### src/rtl/core/lars_pkg.sv
// ----------------------------------------------------------------------------
// LARS momentum update package
// Shared widths, register indexes and the front-to-back command type.
// ----------------------------------------------------------------------------
package lars_pkg;

    // A tensor length that the 48-bit sums hold without saturating.
    localparam int MAX_ELEMENTS = 65536;
    localparam int CfgIdxW = 3;
    localparam int CfgDataW = 24;

    typedef enum logic [CfgIdxW-1:0] {
        CFG_BASE_RATE = 3'd0,
        CFG_MOMENTUM  = 3'd1,
        CFG_TRUST     = 3'd2,
        CFG_DECAY     = 3'd3,
        CFG_MASK_EN   = 3'd4
    } cfg_idx_t;

    // Command handed from the front part to the back part.
    typedef struct packed {
        logic              is_update;
        logic signed [15:0] gradient;
        logic signed [15:0] history;
        logic signed [15:0] mask;
        logic              last;
    } lars_cmd_t;

    typedef enum logic [2:0] {
        BK_IDLE,
        BK_UPD_MUL,
        BK_UPD_MASK,
        BK_SQRT,
        BK_DIV,
        BK_RATE,
        BK_OUT
    } bk_state_t;

endpackage

### src/rtl/core/lars_front.sv
// ----------------------------------------------------------------------------
// LARS front part
// Accepts elements, accumulates the squared norms and queues commands.
// ----------------------------------------------------------------------------
module lars_front
    import lars_pkg::*;
(
    input  logic             clk,
    input  logic             rst_n,
    input  logic             in_valid,
    output logic             in_stall,
    input  logic             mode,
    input  logic signed [15:0] weight,
    input  logic signed [15:0] gradient,
    input  logic signed [15:0] history,
    input  logic signed [15:0] mask,
    input  logic             last,
    // Snapshot of the sums on a norm-pass end.
    output logic [47:0]      wsum_snap,
    output logic [47:0]      gsum_snap,
    output logic             q_valid,
    output lars_cmd_t        q_cmd,
    input  logic             q_pop
);

    localparam int QDepth = 2;

    logic [47:0] wsum_reg, gsum_reg, wsum_next, gsum_next;
    lars_cmd_t   q_reg [QDepth];
    logic [47:0] qw_reg [QDepth], qg_reg [QDepth];
    logic        wp_reg, rp_reg;
    logic [1:0]  cnt_reg;
    logic        take;
    logic [31:0] wsq, gsq;
    logic [48:0] ws, gs;
    lars_cmd_t   cmd;

    // Stall when the command queue is full.
    assign in_stall = (cnt_reg == 2'(QDepth));
    assign take = in_valid && !in_stall;

    // Square and accumulate with saturation.
    always_comb
    begin
        wsq = 32'(weight) * 32'(weight);
        gsq = 32'(gradient) * 32'(gradient);
        ws = {1'b0, wsum_reg} + 49'(wsq);
        gs = {1'b0, gsum_reg} + 49'(gsq);
        wsum_next = ws[48] ? '1 : ws[47:0];
        gsum_next = gs[48] ? '1 : gs[47:0];
        cmd.is_update = mode;
        cmd.gradient = gradient;
        cmd.history = history;
        cmd.mask = mask;
        cmd.last = last;
    end

    always_ff @(posedge clk or negedge rst_n)
    begin
        if (!rst_n)
        begin
            wsum_reg <= '0;
            gsum_reg <= '0;
            wp_reg <= 1'b0;
            rp_reg <= 1'b0;
            cnt_reg <= '0;
        end
        else
        begin
            if (take && !mode)
            begin
                if (last)
                begin
                    wsum_reg <= '0;
                    gsum_reg <= '0;
                end
                else
                begin
                    wsum_reg <= wsum_next;
                    gsum_reg <= gsum_next;
                end
            end
            if (take && (mode || last))
                wp_reg <= ~wp_reg;
            if (q_pop)
                rp_reg <= ~rp_reg;
            cnt_reg <= cnt_reg + 2'(take && (mode || last)) - 2'(q_pop);
        end
    end

    // Queue payload; norm sums travel alongside their report command.
    always_ff @(posedge clk)
    begin
        if (take && (mode || last))
        begin
            q_reg[wp_reg] <= cmd;
            qw_reg[wp_reg] <= wsum_next;
            qg_reg[wp_reg] <= gsum_next;
        end
    end

    assign q_valid = (cnt_reg != 2'd0);
    assign q_cmd = q_reg[rp_reg];
    assign wsum_snap = qw_reg[rp_reg];
    assign gsum_snap = qg_reg[rp_reg];

endmodule

### config.mk
export PLATFORM = sky130hd
export DESIGN_NAME = lars_front
export DESIGN_NICKNAME = d
export VERILOG_FILES = /design/src/rtl/core/lars_pkg.sv /design/src/rtl/core/lars_front.sv
export SDC_FILE = /design/constraint.sdc
export NUM_CORES = 2
export LEC_CHECK = 0
export BUFFER_PORTS_ARGS = -buffer_cell sky130_fd_sc_hd__buf_2
export CORE_MARGIN = 8
export CORE_UTILIZATION = 65
export DETAILED_ROUTE_END_ITERATION = 7
export PLACE_DENSITY = 0.84
export SLEW_MARGIN = 40
export SYNTH_ARGS = -nofsm -noshare
export SYNTH_HDL_FRONTEND = slang
export SYNTH_SLANG_ARGS = --single-unit
### constraint.sdc
create_clock -name clk -period 21.4 [get_ports clk]
set_clock_uncertainty 0.1 [all_clocks]
set_input_delay 3.21 -clock clk [delete_from_list [all_inputs] [get_ports clk]]
set_output_delay 3.21 -clock clk [all_outputs]
set_load 0.02 [all_outputs]
==> reports/qor.csv <==
stage,metric,value,unit
floorplanning,Starting Density,65.87,%
detailed_routing,First DRT Iteration DRCs,1861,
global_routing,GRT overflow,0,
clock_tree,CTS root buf,clkbuf_16,
clock_tree,H-tree levels,2,
min_path,worst hold-check path type,flop to flop,
placement,port bufs,217,
worst_setup_path,worst r2r src,wsum_reg[0]$_DFFE_PN0P_,
timing,"Slew Viols, Final",0,
synthesis,post-synth top area cell,fa_1,
detailed_routing,first-pass iteration count of the detailed router,5,
floorplanning,Top Ports,218,
synthesis,Synth top area share,25.61,%
worst_setup_path,cell mode on critical path,fa_1,
clock_tree,Worst-path clk slew,0.06,ns
min_path,Hold Path Origin,wsum_reg[12]$_DFFE_PN0P_,
floorplanning,Rows,87,
synthesis,ys async rst share,25.51,%
synthesis,top-count cell post-synth,inv_1,
clock_tree,hold_buf cts,0,
worst_setup_path,Worst Setup SP,weight[3],
clock_tree,Clock Tree Buf Depth,3,
timing,final hold vios,0,
detailed_routing,drt wl/cell,19.38,µm
floorplanning,die height,255.3,µm
detailed_routing,WL final,85690,µm
worst_setup_path,Critical Path Fanout Max,30,
synthesis,synthesized area per cell,10.69,µm²
synthesis,YS warnings,0,
floorplanning,Core ar.,56500,µm²
timing,setup violators final,0,
cells_and_area,area grow syn2layout,8.116,%
timing,unrepaired setup endpoints after global routing,false,
cells_and_area,layout cells sized above 1,13.70,%
timing,Max-slew headroom,45.50,%
placement,routability cong.,0.9099,
synthesis,Syn Std Cell Area,37210,µm²
worst_setup_path,standard cell with the maximum stage delay on the critical path,buf_4,
clock_tree,TritonCTS clock tree,done,
floorplanning,die area,65170,µm²
global_routing,GRT Util Overall,26.68,%
worst_setup_path,"Largest stage delay, worst path",0.66,ns
clock_tree,Resized cells post-CTS,0,
detailed_routing,Final ANT Viol Nets,0,
timing,Final min period,12.28,ns
timing,final hold slack,0.4182,ns
floorplanning,chip width,255.3,µm
worst_setup_path,startpoint types,primary input,
detailed_routing,DRC violations left,0,
detailed_routing,Via Count,25746,
synthesis,number of synthesized flops with an enable pin,292,
clock_tree,TritonCTS buffer count,38,
timing,Setup TNS,0,ns
clock_tree,Post-CTS Setup Bufs,0,
synthesis,Synth area leaders,"fa_1 (26%), edfxtp_1 (24%), ha_1 (8.2%), inv_1 (6.8%), dfrtp_1 (6.7%)",
run_status,status,completed,
synthesis,post-synthesis register bit count,392,
global_routing,vias in the first global route,27178,
global_routing,first-pass GRT wire length,139000,µm
synthesis,Mapped Cells,3480,
cells_and_area,max FFs per register,100,
placement,Detailed Place HPWL,65590,µm
global_routing,initial antenna violation count,3,
worst_setup_path,Crit Path Class,primary input to flop,
synthesis,sequential fraction of the synthesis area,30.29,%
worst_setup_path,Worst EP arrival,12.61,ns
synthesis,Syn Nets,4269,
timing,f_max,81.42,MHz
clock_tree,Clock Latency Late Sink,0.56,ns
global_routing,largest net degree at the start of global routing,102,
clock_tree,CTS Sinks,392,
timing,Worst Max-Slew Pin Slew,0.8175,ns
timing,fin crit share,57.39,%
cells_and_area,ant diodes,0,
synthesis,Synth top cells by count,"inv_1 (677), fa_1 (476), edfxtp_1 (292)",
synthesis,Synth cell types,75,
job,max-cap viol count,0,
detailed_routing,via/cell ratio,5.824,
worst_setup_path,WP data required,21.73,ns
cells_and_area,nets,4424,
synthesis,Synth Flop Type,edfxtp_1,
worst_setup_path,crit end category,flop,
-- kinds of logic after synthesis --
| group | Yosys count | share of synthesized area (%) |
|---|---|---|
| buffers and inverters | 795 | 8.204 |
| muxes | 152 | 4.593 |
| adders and majority gates | 719 | 33.78 |
| AOI/OAI and AO/OA | 524 | 9.582 |
| and+or+nand+nor | 746 | 9.982 |
| xor gates and xnor gates | 152 | 3.577 |
| DFF | 392 | 30.29 |
-- per-stage QoR --
step	util, %	std cells	area, µm²	setup WS (ns)
3_3_place_gp	68.80	4349	38870	8.895
6_report	71.22	4421	40230	9.118
4_1_cts	71.16	4420	40200	9.210
5_1_grt	71.22	4421	40230	8.548
2_1_floorplan	-	3480	37210	10.13
3_5_place_dp	68.89	4350	38920	8.643
-- routing by layer --
metal	wire length [µm]	GRT usage [%]
met3	4825	3.401
met2	45480	47.95
met5	32	0
met4	3563	10.84
met1	31790	32.37
-- cell usage in the layout (no fill, tap or decap), drive strengths merged, types with 123 or more instances in the layout --
cell type  count
ha           243
mux2         150
edfxtp       292
nor2         128
inv          679
buf          232
a21oi        123
fa           476
nand2        298
-- critical path, delay by kind of cell --
family          cells  cell delay (ns)
compound gates     11             3.13
fa+ha+maj           8             3.53
xor+xnor            1             0.20
buf+inv             5             1.24
simple gates        5             1.28
-- path summary, 6_finish.rpt --
kind,slack [ns],depth (start not counted),end
max in group asynchronous,17.49,2,rp_reg$_DFFE_PN0P_
min in group asynchronous,2.55,1,wsum_reg[35]$_DFFE_PN0P_
hold reg to reg,0.42,1,wsum_reg[12]$_DFFE_PN0P_
setup / recovery,9.12,30,wsum_reg[31]$_DFFE_PN0P_
hold / removal,0.42,1,wsum_reg[12]$_DFFE_PN0P_
setup reg to reg,16.90,12,wsum_reg[31]$_DFFE_PN0P_
-- final cells by class --
class                   count  area [µm²]
flip-flops and latches    392       11270
inverters                 677        2541
clock buffers              50        1067
fillers                  3918       16260
clock inverters            20       215.2
multi-input cells        2293       22930
repair buffers            233        1261
well taps                 756       945.9
Power is not shown: default switching activity piles up to over one toggle a cycle in this logic, so the estimate is an artifact.
